**src/rtl/core/stq_pkg.sv**
```systemverilog
`timescale 1ns / 1ps
// ----------------------------------------------------------------------------
// stq_pkg
// Shared types and constants of the sorted timeout queue.
// ----------------------------------------------------------------------------
package stq_pkg;

    localparam int SLOTS     = 16;
    localparam int TIME_BITS = 32;
    localparam int TAG_BITS  = 16;
    localparam int IDX_BITS  = $clog2(SLOTS);
    localparam int PTR_BITS  = IDX_BITS + 1;
    localparam int CNT_BITS  = $clog2(SLOTS + 1);

    localparam logic [PTR_BITS-1:0] NONE_PTR = PTR_BITS'(SLOTS);

    typedef enum logic [1:0] {
        OP_CREATE = 2'd0,
        OP_REMOVE = 2'd1,
        OP_POLL   = 2'd2,
        OP_NONE   = 2'd3
    } op_t;

    typedef enum logic [2:0] {
        ST_CREATED   = 3'd0,
        ST_FULL      = 3'd1,
        ST_REMOVED   = 3'd2,
        ST_EMPTY     = 3'd3,
        ST_WRONG_OWN = 3'd4,
        ST_NOT_FOUND = 3'd5,
        ST_EXPIRED   = 3'd6,
        ST_NONE_DUE  = 3'd7
    } status_t;

    // One slot entry as read by the sequencer
    typedef struct packed {
        logic [TIME_BITS-1:0] deadline;
        logic [PTR_BITS-1:0]  next;
        logic [TAG_BITS-1:0]  context_tag;
        logic [TAG_BITS-1:0]  owner;
    } entry_t;

    // Write command from the sequencer to the slot table
    typedef struct packed {
        logic                 we_full;
        logic                 we_next;
        logic                 set_busy;
        logic                 clr_busy;
        logic [IDX_BITS-1:0]  addr;
        logic [TIME_BITS-1:0] deadline;
        logic [PTR_BITS-1:0]  next;
        logic [TAG_BITS-1:0]  context_tag;
        logic [TAG_BITS-1:0]  owner;
    } tbl_wr_t;

    // Result transaction
    typedef struct packed {
        status_t              status;
        logic [IDX_BITS-1:0]  slot;
        logic [TAG_BITS-1:0]  context_out;
        logic [TIME_BITS-1:0] lateness;
        logic [CNT_BITS-1:0]  active_count;
        logic                 last;
    } result_t;

endpackage

```
**src/rtl/core/sorted_timeout_queue_core.sv**
```systemverilog
`timescale 1ns / 1ps
// ----------------------------------------------------------------------------
// sorted_timeout_queue_core
// Timer queue of deadline-ordered slots kept as a linked list.
// ----------------------------------------------------------------------------
// Input channel s_axis: one transaction per create, remove or poll command.
// Output channel m_axis: result transactions; tlast marks the last result
// of a command. A poll gives one result per expired entry, else one
// "none expired" result.
// A create on a full pool and a remove on an empty list are answered as
// the command is taken. A create then checks the head, where the new entry
// may go first, else walks the list to its place and splices it in. A remove
// checks the target's owner and busy flag, answering on a wrong owner or an
// unlinked slot, else walks from the head to the target and unlinks it. A
// poll checks one entry and gives one result per cycle while results are
// taken. The walk is bounded by the single table read port. s_axis_tready
// stays low while a command is in progress or a result is pending, so the
// next command is taken the cycle after the last result leaves.
// Reset empties the list, marks all slots idle and clears the owner tags.
// When the receiver stalls, the result register holds and polling pauses.
// ----------------------------------------------------------------------------
module sorted_timeout_queue_core (
    input  logic        clk,
    input  logic        rst_n,
    input  logic        s_axis_tvalid,
    output logic        s_axis_tready,
    // operation[1:0], deadline[33:2], slot_index[37:34], owner_tag[53:38],
    // context_tag[69:54], now_time[101:70]
    input  logic [103:0] s_axis_tdata,
    output logic        m_axis_tvalid,
    input  logic        m_axis_tready,
    // status[2:0], slot[6:3], context_out[22:7], lateness[54:23],
    // active_count[59:55]
    output logic [63:0] m_axis_tdata,
    output logic        m_axis_tlast
);
    import stq_pkg::*;

    logic [IDX_BITS-1:0] rd_addr;
    entry_t              rd_entry;
    tbl_wr_t             wr;
    logic [SLOTS-1:0]    busy;
    result_t             res;

    stq_table u_table (
        .clk(clk), .rst_n(rst_n), .rd_addr(rd_addr), .rd_entry(rd_entry),
        .wr(wr), .busy(busy)
    );

    stq_seq u_seq (
        .clk(clk), .rst_n(rst_n),
        .in_valid(s_axis_tvalid), .in_ready(s_axis_tready),
        .op(op_t'(s_axis_tdata[1:0])),
        .deadline(s_axis_tdata[33:2]),
        .slot_index(s_axis_tdata[37:34]),
        .owner_tag(s_axis_tdata[53:38]),
        .context_tag(s_axis_tdata[69:54]),
        .now_time(s_axis_tdata[101:70]),
        .res_valid(m_axis_tvalid), .res_ready(m_axis_tready), .res(res),
        .rd_addr(rd_addr), .rd_entry(rd_entry), .wr(wr), .busy(busy)
    );

    assign m_axis_tdata = {4'd0, res.active_count, res.lateness, res.context_out,
                           res.slot, res.status};
    assign m_axis_tlast = res.last;

endmodule

```
**src/rtl/core/stq_table.sv**
```systemverilog
`timescale 1ns / 1ps
// ----------------------------------------------------------------------------
// stq_table
// Slot storage: deadline, link, tags and busy flags; one read port.
// ----------------------------------------------------------------------------
module stq_table (
    input  logic                    clk,
    input  logic                    rst_n,
    input  logic [stq_pkg::IDX_BITS-1:0] rd_addr,
    output stq_pkg::entry_t         rd_entry,
    input  stq_pkg::tbl_wr_t        wr,
    output logic [stq_pkg::SLOTS-1:0] busy
);
    import stq_pkg::*;

    logic [TIME_BITS-1:0] deadline_mem [SLOTS];
    logic [PTR_BITS-1:0]  next_mem     [SLOTS];
    logic [TAG_BITS-1:0]  context_mem  [SLOTS];
    logic [TAG_BITS-1:0]  owner_reg    [SLOTS];
    logic [SLOTS-1:0]     busy_reg;

    always_ff @(posedge clk)
    begin
        if (wr.we_full)
        begin
            deadline_mem[wr.addr] <= wr.deadline;
            context_mem[wr.addr]  <= wr.context_tag;
        end
        if (wr.we_full || wr.we_next)
            next_mem[wr.addr] <= wr.next;
    end

    always_ff @(posedge clk or negedge rst_n)
    begin
        if (!rst_n)
        begin
            busy_reg <= '0;
            for (int i = 0; i < SLOTS; i++)
                owner_reg[i] <= '0;
        end
        else
        begin
            if (wr.we_full)
                owner_reg[wr.addr] <= wr.owner;
            if (wr.set_busy)
                busy_reg[wr.addr] <= 1'b1;
            else if (wr.clr_busy)
                busy_reg[wr.addr] <= 1'b0;
        end
    end

    assign rd_entry.deadline    = deadline_mem[rd_addr];
    assign rd_entry.next        = next_mem[rd_addr];
    assign rd_entry.context_tag = context_mem[rd_addr];
    assign rd_entry.owner       = owner_reg[rd_addr];
    assign busy = busy_reg;

endmodule

```
**src/rtl/core/stq_seq.sv**
```systemverilog
`timescale 1ns / 1ps
// ----------------------------------------------------------------------------
// stq_seq
// Sequencer: walks entries one per cycle unless a poll stalls; shared compare unit.
// ----------------------------------------------------------------------------
module stq_seq (
    input  logic                    clk,
    input  logic                    rst_n,
    input  logic                    in_valid,
    output logic                    in_ready,
    input  stq_pkg::op_t            op,
    input  logic [stq_pkg::TIME_BITS-1:0] deadline,
    input  logic [stq_pkg::IDX_BITS-1:0]  slot_index,
    input  logic [stq_pkg::TAG_BITS-1:0]  owner_tag,
    input  logic [stq_pkg::TAG_BITS-1:0]  context_tag,
    input  logic [stq_pkg::TIME_BITS-1:0] now_time,
    output logic                    res_valid,
    input  logic                    res_ready,
    output stq_pkg::result_t        res,
    output logic [stq_pkg::IDX_BITS-1:0] rd_addr,
    input  stq_pkg::entry_t         rd_entry,
    output stq_pkg::tbl_wr_t        wr,
    input  logic [stq_pkg::SLOTS-1:0] busy
);
    import stq_pkg::*;

    typedef enum logic [2:0] {
        S_IDLE, S_CR_HEAD, S_CR_WALK, S_RM_WALK, S_POLL, S_OUT
    } state_t;

    state_t               state_reg;
    op_t                  op_reg;
    logic [TIME_BITS-1:0] key_reg;      // deadline, owner tag or now_time
    logic [IDX_BITS-1:0]  tgt_reg;      // new slot or slot to remove
    logic [PTR_BITS-1:0]  cur_reg;
    logic [PTR_BITS-1:0]  prev_reg;
    logic [PTR_BITS-1:0]  head_reg;
    logic [PTR_BITS-1:0]  tnext_reg;    // link of the slot being removed
    logic [CNT_BITS-1:0]  count_reg;
    logic                 rm_patch_reg; // remove: 0 checks the target, 1 walks
    logic                 poll_any_reg;
    result_t              pend_reg;     // popped entry, held until its tlast is known
    result_t              res_reg;
    logic                 res_valid_reg;

    logic                 key_lt;
    logic [TIME_BITS-1:0] diff;
    logic [IDX_BITS-1:0]  free_idx;
    logic                 free_found;
    logic [IDX_BITS-1:0]  cur_idx;
    logic                 res_ready_ok;
    logic                 walk_stop;
    logic                 poll_due;
    logic                 rm_hit;
    logic                 rm_bad_owner;
    logic                 res_load;

    // Shared unit: compare and subtract against the entry being read
    assign key_lt = key_reg < rd_entry.deadline;
    assign diff   = key_reg - rd_entry.deadline;

    // Lowest idle slot
    always_comb
    begin
        free_idx   = '0;
        free_found = 1'b0;
        for (int i = SLOTS - 1; i >= 0; i--)
        begin
            if (!busy[i])
            begin
                free_idx   = IDX_BITS'(i);
                free_found = 1'b1;
            end
        end
    end

    assign cur_idx      = cur_reg[IDX_BITS-1:0];
    assign rd_addr      = cur_idx;
    assign res_ready_ok = !res_valid_reg || res_ready;
    assign walk_stop    = cur_reg[IDX_BITS] || !(rd_entry.deadline < key_reg);
    assign poll_due     = !cur_reg[IDX_BITS] && key_lt == 1'b0 && rd_entry.deadline < key_reg;
    assign rm_hit       = rm_patch_reg && (cur_reg == PTR_BITS'(tgt_reg));
    assign rm_bad_owner = rd_entry.owner != key_reg[TAG_BITS-1:0];

    assign in_ready  = (state_reg == S_IDLE) && !res_valid_reg;
    assign res_valid = res_valid_reg;
    assign res       = res_reg;

    function automatic result_t mk(status_t st, logic [IDX_BITS-1:0] sl,
                                   logic [TAG_BITS-1:0] cx, logic [TIME_BITS-1:0] lt,
                                   logic [CNT_BITS-1:0] cn, logic la);
        result_t r;
        r.status = st; r.slot = sl; r.context_out = cx;
        r.lateness = lt; r.active_count = cn; r.last = la;
        return r;
    endfunction

    // A new result enters the output register this cycle
    always_comb
    begin
        res_load = 1'b0;
        unique case (state_reg)
            S_IDLE:
            begin
                res_load = in_valid && in_ready &&
                           ((op == OP_CREATE && !free_found) ||
                            (op == OP_REMOVE && head_reg[IDX_BITS]));
            end
            S_CR_HEAD: res_load = head_reg[IDX_BITS] || key_lt;
            S_RM_WALK: res_load = !rm_patch_reg && (rm_bad_owner || !busy[tgt_reg]);
            S_POLL:    res_load = res_ready_ok && (!poll_due || poll_any_reg);
            S_OUT:     res_load = 1'b1;
            default:   res_load = 1'b0;
        endcase
    end

    always_comb
    begin
        wr = '0;
        wr.addr = tgt_reg;
        unique case (state_reg)
            S_IDLE:
            begin
                if (in_valid && in_ready && op == OP_CREATE && free_found)
                begin
                    wr.we_full     = 1'b1;
                    wr.set_busy    = 1'b1;
                    wr.addr        = free_idx;
                    wr.deadline    = deadline;
                    wr.context_tag = context_tag;
                    wr.owner       = owner_tag;
                    wr.next        = NONE_PTR;
                end
            end
            S_CR_HEAD:
            begin
                // Reading head entry
                if (head_reg[IDX_BITS] || key_lt)
                begin
                    wr.we_next = 1'b1;
                    wr.next    = head_reg;
                end
            end
            S_CR_WALK:
            begin
                // Reading entry cur; prev_reg is its predecessor
                if (walk_stop)
                begin
                    wr.we_next = 1'b1;
                    wr.addr    = prev_reg[IDX_BITS-1:0];
                    wr.next    = PTR_BITS'(tgt_reg);
                end
            end
            S_OUT:
            begin
                if (op_reg == OP_CREATE)
                begin
                    // Finish the create splice: new entry points at cur
                    wr.we_next = 1'b1;
                    wr.next    = cur_reg;
                end
                else if (!prev_reg[IDX_BITS])
                begin
                    // Bypass the removed entry
                    wr.we_next = 1'b1;
                    wr.addr    = prev_reg[IDX_BITS-1:0];
                    wr.next    = tnext_reg;
                end
            end
            S_RM_WALK:
            begin
                if (rm_hit)
                    wr.clr_busy = 1'b1;
            end
            S_POLL:
            begin
                if (res_ready_ok && poll_due)
                begin
                    wr.clr_busy = 1'b1;
                    wr.addr     = cur_idx;
                end
            end
            default: ;
        endcase
    end

    always_ff @(posedge clk or negedge rst_n)
    begin
        if (!rst_n)
        begin
            state_reg     <= S_IDLE;
            head_reg      <= NONE_PTR;
            count_reg     <= '0;
            res_valid_reg <= 1'b0;
            op_reg        <= OP_NONE;
            poll_any_reg  <= 1'b0;
            rm_patch_reg  <= 1'b0;
            key_reg       <= '0;
            tgt_reg       <= '0;
            cur_reg       <= NONE_PTR;
            prev_reg      <= NONE_PTR;
            tnext_reg     <= NONE_PTR;
            pend_reg      <= '0;
            res_reg       <= '0;
        end
        else
        begin
            res_valid_reg <= res_load || (res_valid_reg && !res_ready);
            unique case (state_reg)
                S_IDLE:
                begin
                    if (in_valid && in_ready)
                    begin
                        op_reg <= op;
                        unique case (op)
                            OP_CREATE:
                            begin
                                key_reg <= deadline;
                                if (!free_found)
                                    res_reg <= mk(ST_FULL, '0, '0, '0, count_reg, 1'b1);
                                else
                                begin
                                    tgt_reg   <= free_idx;
                                    count_reg <= count_reg + CNT_BITS'(1);
                                    cur_reg   <= head_reg;
                                    state_reg <= S_CR_HEAD;
                                end
                            end
                            OP_REMOVE:
                            begin
                                tgt_reg <= slot_index;
                                key_reg <= TIME_BITS'(owner_tag);
                                if (head_reg[IDX_BITS])
                                    res_reg <= mk(ST_EMPTY, '0, '0, '0, count_reg, 1'b1);
                                else
                                begin
                                    cur_reg      <= PTR_BITS'(slot_index);
                                    prev_reg     <= NONE_PTR;
                                    state_reg    <= S_RM_WALK;
                                    rm_patch_reg <= 1'b0;
                                end
                            end
                            OP_POLL:
                            begin
                                key_reg      <= now_time;
                                cur_reg      <= head_reg;
                                poll_any_reg <= 1'b0;
                                state_reg    <= S_POLL;
                            end
                            default: ;
                        endcase
                    end
                end
                S_CR_HEAD:
                begin
                    if (head_reg[IDX_BITS] || key_lt)
                    begin
                        head_reg  <= PTR_BITS'(tgt_reg);
                        res_reg   <= mk(ST_CREATED, tgt_reg, '0, '0, count_reg, 1'b1);
                        state_reg <= S_IDLE;
                    end
                    else
                    begin
                        prev_reg  <= head_reg;
                        cur_reg   <= rd_entry.next;
                        state_reg <= S_CR_WALK;
                    end
                end
                S_CR_WALK:
                begin
                    if (walk_stop)
                        state_reg <= S_OUT;
                    else
                    begin
                        prev_reg <= cur_reg;
                        cur_reg  <= rd_entry.next;
                    end
                end
                S_OUT:
                begin
                    if (op_reg == OP_CREATE)
                        res_reg <= mk(ST_CREATED, tgt_reg, '0, '0, count_reg, 1'b1);
                    else
                        res_reg <= mk(ST_REMOVED, tgt_reg, '0, '0, count_reg, 1'b1);
                    state_reg <= S_IDLE;
                end
                S_RM_WALK:
                begin
                    if (!rm_patch_reg)
                    begin
                        // First step reads the target slot: owner and link
                        if (rm_bad_owner)
                        begin
                            res_reg   <= mk(ST_WRONG_OWN, '0, '0, '0, count_reg, 1'b1);
                            state_reg <= S_IDLE;
                        end
                        else if (!busy[tgt_reg])
                        begin
                            res_reg   <= mk(ST_NOT_FOUND, '0, '0, '0, count_reg, 1'b1);
                            state_reg <= S_IDLE;
                        end
                        else
                        begin
                            tnext_reg    <= rd_entry.next;
                            rm_patch_reg <= 1'b1;
                            cur_reg      <= head_reg;
                        end
                    end
                    else if (rm_hit)
                    begin
                        if (prev_reg[IDX_BITS])
                            head_reg <= tnext_reg;
                        count_reg <= count_reg - CNT_BITS'(1);
                        state_reg <= S_OUT;
                    end
                    else
                    begin
                        prev_reg <= cur_reg;
                        cur_reg  <= rd_entry.next;
                    end
                end
                S_POLL:
                begin
                    if (res_ready_ok)
                    begin
                        if (poll_due)
                        begin
                            // Pop the head; release the previous pop as not last
                            pend_reg     <= mk(ST_EXPIRED, cur_idx, rd_entry.context_tag,
                                               diff, count_reg - CNT_BITS'(1), 1'b0);
                            if (poll_any_reg)
                                res_reg <= pend_reg;
                            head_reg     <= rd_entry.next;
                            cur_reg      <= rd_entry.next;
                            count_reg    <= count_reg - CNT_BITS'(1);
                            poll_any_reg <= 1'b1;
                        end
                        else
                        begin
                            state_reg <= S_IDLE;
                            if (poll_any_reg)
                                res_reg <= mk(pend_reg.status, pend_reg.slot,
                                              pend_reg.context_out, pend_reg.lateness,
                                              pend_reg.active_count, 1'b1);
                            else
                                res_reg <= mk(ST_NONE_DUE, '0, '0, '0, count_reg, 1'b1);
                        end
                    end
                end
                default: state_reg <= S_IDLE;
            endcase
        end
    end

`ifndef SYNTHESIS
    a_count: assert property (@(posedge clk) disable iff (!rst_n)
        count_reg <= CNT_BITS'(SLOTS)) else $error("count overflow");
    a_empty: assert property (@(posedge clk) disable iff (!rst_n)
        head_reg[IDX_BITS] |-> (head_reg == NONE_PTR)) else $error("bad head");
    a_ready: assert property (@(posedge clk) disable iff (!rst_n)
        (in_valid && in_ready && op != OP_NONE) |=> !in_ready)
        else $error("ready while busy");
    a_hold: assert property (@(posedge clk) disable iff (!rst_n)
        (res_valid && !res_ready) |=> (res_valid && $stable(res)))
        else $error("result changed while stalled");
`endif

endmodule
```
**config.mk**
```make
export PLATFORM = sky130hd
export DESIGN_NAME = sorted_timeout_queue_core
export DESIGN_NICKNAME = d
export VERILOG_FILES = /design/src/rtl/core/stq_pkg.sv /design/src/rtl/core/sorted_timeout_queue_core.sv /design/src/rtl/core/stq_table.sv /design/src/rtl/core/stq_seq.sv
export SDC_FILE = /design/constraint.sdc
export NUM_CORES = 2
export LEC_CHECK = 0
export BUFFER_PORTS_ARGS = -buffer_cell sky130_fd_sc_hd__buf_2
export CORE_UTILIZATION = 45
export CTS_BUF_LIST = sky130_fd_sc_hd__clkbuf_4
export DETAILED_ROUTE_END_ITERATION = 16
export PLACE_DENSITY = 0.72
export SLEW_MARGIN = 10
export SYNTH_ARGS = -nofsm -noshare
export SYNTH_HDL_FRONTEND = slang
export SYNTH_SLANG_ARGS = --single-unit
export TNS_END_PERCENT = 30
```
**constraint.sdc**
```tcl
create_clock -name clk -period 12.59 [get_ports clk]
set_clock_uncertainty 0.1 [all_clocks]
set_input_delay 0 -clock clk [delete_from_list [all_inputs] [get_ports clk]]
set_output_delay 0 -clock clk [all_outputs]
set_load 0.005 [all_outputs]
```
==> impl_metrics.env <==
export IMPL_antenna_found_initial=10
export IMPL_core_area_um2=122400
export IMPL_max_slew_worst_pin_slew_ns=1.165
export IMPL_start_kind="register"
export IMPL_fin_cells=5846
export IMPL_antenna_left=0
export IMPL_gp_congestion=0.9389
export IMPL_cp_slowest_cell="dfrtp_4"
export IMPL_largest_reg_flops=512
export IMPL_drt_wl_total_um=146600
export IMPL_drv_slew=0
export IMPL_io_pins=175
export IMPL_drt_pass1_iter_count=9
export IMPL_critPathMaxStageDelay_ns=0.72
export IMPL_peakVddDrop_mv=0.1404
export IMPL_cts_max_level=5
export IMPL_die_area_um2=125400
export IMPL_synthFlopType="edfxtp_1"
export IMPL_fin_nets=4119
export IMPL_start_util_pct=45.61
export IMPL_path_class="register to register"
export IMPL_grt_pass1_wl_um=219400
export IMPL_drive_gt1_share_pct=33.50
export IMPL_ys_types=88
export IMPL_place_hpwl_um=83450
export IMPL_die_y_um=354.2
export IMPL_ys_ff_latch=1308
export IMPL_maxUsedRoutingLayer="met5"
export IMPL_drc=0
export IMPL_maxCapViolations=0
export IMPL_grt_pass1_vias=34910
export IMPL_path_common_cell="buf_4"
export IMPL_setup_worst_path_end_class="register"
export IMPL_fp_dieW_um=354.2
export IMPL_syn_avg_cell_area_um2=16.67
export IMPL_multi_input_area_um2=17700
export IMPL_routed_via_density=5.777
export IMPL_fin_ws_ns=4.161
export IMPL_syn_area_um2=55800
export IMPL_port_buffers=168
export IMPL_period_share_pct=66.95
export IMPL_hp_class="input pin to register"
export IMPL_track_usage_pct=23.60
export IMPL_overflow=0
export IMPL_p_leak_nw=25.53
export IMPL_cts_root_buf="clkbuf_4"
export IMPL_place_inst=4991
export IMPL_path_clk_slew_ns=0.06
export IMPL_seq_area_um2=37000
export IMPL_synth_commonest_cells="edfxtp_1 (848), dfrtp_1 (454), mux4_2 (348)"
export IMPL_yosys_warnings=0
export IMPL_synth_area_leader_cell="edfxtp_1"
export IMPL_seq_area_frac_synth_pct=66.27
export IMPL_yosysMostFrequentCell="edfxtp_1"
export IMPL_rows=128
export IMPL_clock_fmax_mhz=118.6
export IMPL_critPathTopFamily="compound AO/OA/AOI/OAI gates"
export IMPL_cts_tree="yes"
export IMPL_finalSetupViolations=0
export IMPL_grt_max_degree=180
export IMPL_drtIter0Drc=3277
export IMPL_fillers=9763
export IMPL_met1_length_um=57940
export IMPL_crit_fanout=39
export IMPL_ys_async_sr_fraction_pct=35.17
export IMPL_rsz0062_at_grt="false"
export IMPL_power_mw=14.35
export IMPL_hold_violations=0
export IMPL_worst_path_buf_inv=4
export IMPL_cts_buffer_depth=4
export IMPL_cts_sinks=1308
export IMPL_route_met2_wl_um=70300
export IMPL_status="completed"
export IMPL_powerDensity_nw_per_um2=220.0
export IMPL_clk_latency_ns=1.26
export IMPL_num_vias=33780
export IMPL_wl_per_cell_um=25.08
export IMPL_arrival_ns=9.41
export IMPL_route_met3_wl_um=14330
export IMPL_cts_buffers=347
export IMPL_layout_min_cycle_time_ns=8.429
export IMPL_synth_area_top_cells="edfxtp_1 (46%), dfrtp_1 (20%), mux4_2 (14%)"
export IMPL_synth_top_area_share_pct=45.63
export IMPL_cts_setup_buffers=0
export IMPL_synth_edf_count=848
export IMPL_setup_tns_ns=0
export IMPL_area_delta_synth_final_pct=16.87
export IMPL_dpl_worst_slack_ns=4.098
export IMPL_worstPathRequired_ns=13.57
export IMPL_syn_inst=3348
export IMPL_worstPathCellList="buf_4 -> mux4_2 -> mux4_2 -> inv_1 -> ha_1 -> a21oi_1 -> o21ai_0 -> a211oi_2 -> o21ai_1 -> o21ai_4 -> o211ai_1 -> o32a_1 -> nand2b_1 -> nor2b_4 -> buf_4 -> buf_4 -> mux2_2"
export IMPL_relSlewSlack_pct=22.17
worst reg2reg max path, delay by kind of cell, from the launching register on:
kind / cells / cell delay (ns)
compound gates: 7 / 2.37
buf+inv: 4 / 2.14
mux: 3 / 1.54
simple gates: 2 / 1.19
flops: 1 / 0.72
fa+ha+maj: 1 / 0.31
cell families after synthesis:
group / share of synthesized area [%]
buffers and inverters: 2.271
multiplexers: 19.99
adder cells (fa/ha/maj): 0.9327
flip-flops: 66.27
AND/OR/NAND/NOR: 5.085
XOR/XNOR: 0.8161
AO/OA/AOI/OAI: 4.628
other: 0.006720
repair_timing:
action                                  CTS  global route
resized for setup                         0             0
endpoints found under the hold margin  1454             0
hold buffers                            255             0
per-stage QoR:
| stage | cell area (µm²) | util [%] | hold slack (ns) |
|---|---|---|---|
| 2_1_floorplan | 55820 | - | -0.3956 |
| 3_3_place_gp | 58350 | 47.69 | -0.05085 |
| 3_5_place_dp | 58350 | 47.69 | -0.04455 |
| 4_1_cts | 65200 | 53.29 | 0.09289 |
| 5_1_grt | 65210 | 53.30 | 0.2012 |
| 6_report | 65220 | 53.30 | 0.2624 |
per-layer routing:
layer  vias up  global-route usage (%)
met4         8                   8.414
met3       297                   6.674
li1      14400                       -
met5         -                       0
met1     17400                   31.67
met2      1673                   36.95
placed cells by master, fill, tap and decap left out, types with 25 or more instances in the layout:
master	synthesis	layout
nor2b_1	29	26
dfrtp_1	454	450
buf_4	14	57
inv_1	65	62
nand2_1	331	331
a21oi_1	74	74
a31oi_1	25	25
dlygate4sd3_1	0	254
ha_1	40	38
clkinv_1	0	57
clkbuf_4	0	513
edfxtp_1	848	848
mux4_2	348	348
mux2_2	209	209
mux2_4	25	25
and2_1	56	56
xor2_1	30	30
a22oi_1	26	26
o21ai_0	193	193
mux2_1	38	38
nor2_1	71	64
buf_2	32	167
layout make-up:
| type | instances | share of cell area (%) |
|---|---|---|
| diodes | 6 | 0.02302 |
| clock buffers | 513 | 5.905 |
| clock inverters | 81 | 0.6638 |
| inverters | 65 | 0.3779 |
| multi-input cells | 1763 | 27.13 |
| flip-flops and latches | 1308 | 56.73 |
| well taps | 1625 | 3.117 |
| repair buffers | 485 | 6.054 |
path summary, 6_finish.rpt:
check / start / endpoint / slack, ns / depth (start not counted)
min reg2reg: u_seq.res[46] / u_seq.res[46] / 0.37 / 2
min: s_axis_tdata[73] / u_seq.key_reg[3] / 0.26 / 7
max reg2reg: u_seq.cur_reg[0] / u_table.owner_reg[226] / 4.16 / 17
max: u_seq.cur_reg[0] / u_table.owner_reg[226] / 4.16 / 17
max in group asynchronous: rst_n / u_seq.cur_reg[3] / 9.64 / 7
min in group asynchronous: rst_n / u_table.owner_reg[227] / 0.36 / 5
report_power, final:
group | internal (mW) | switching (mW) | total, mW | leakage, nW
clock | 1.94 | 1.70 | 3.64 | 2.58
sequential | 5.16 | 0.480 | 5.64 | 14.3
combinational | 2.28 | 2.80 | 5.07 | 8.70
total | 9.37 | 4.98 | 14.3 | 25.5
Note: power is estimated with default switching activity, not from simulation.
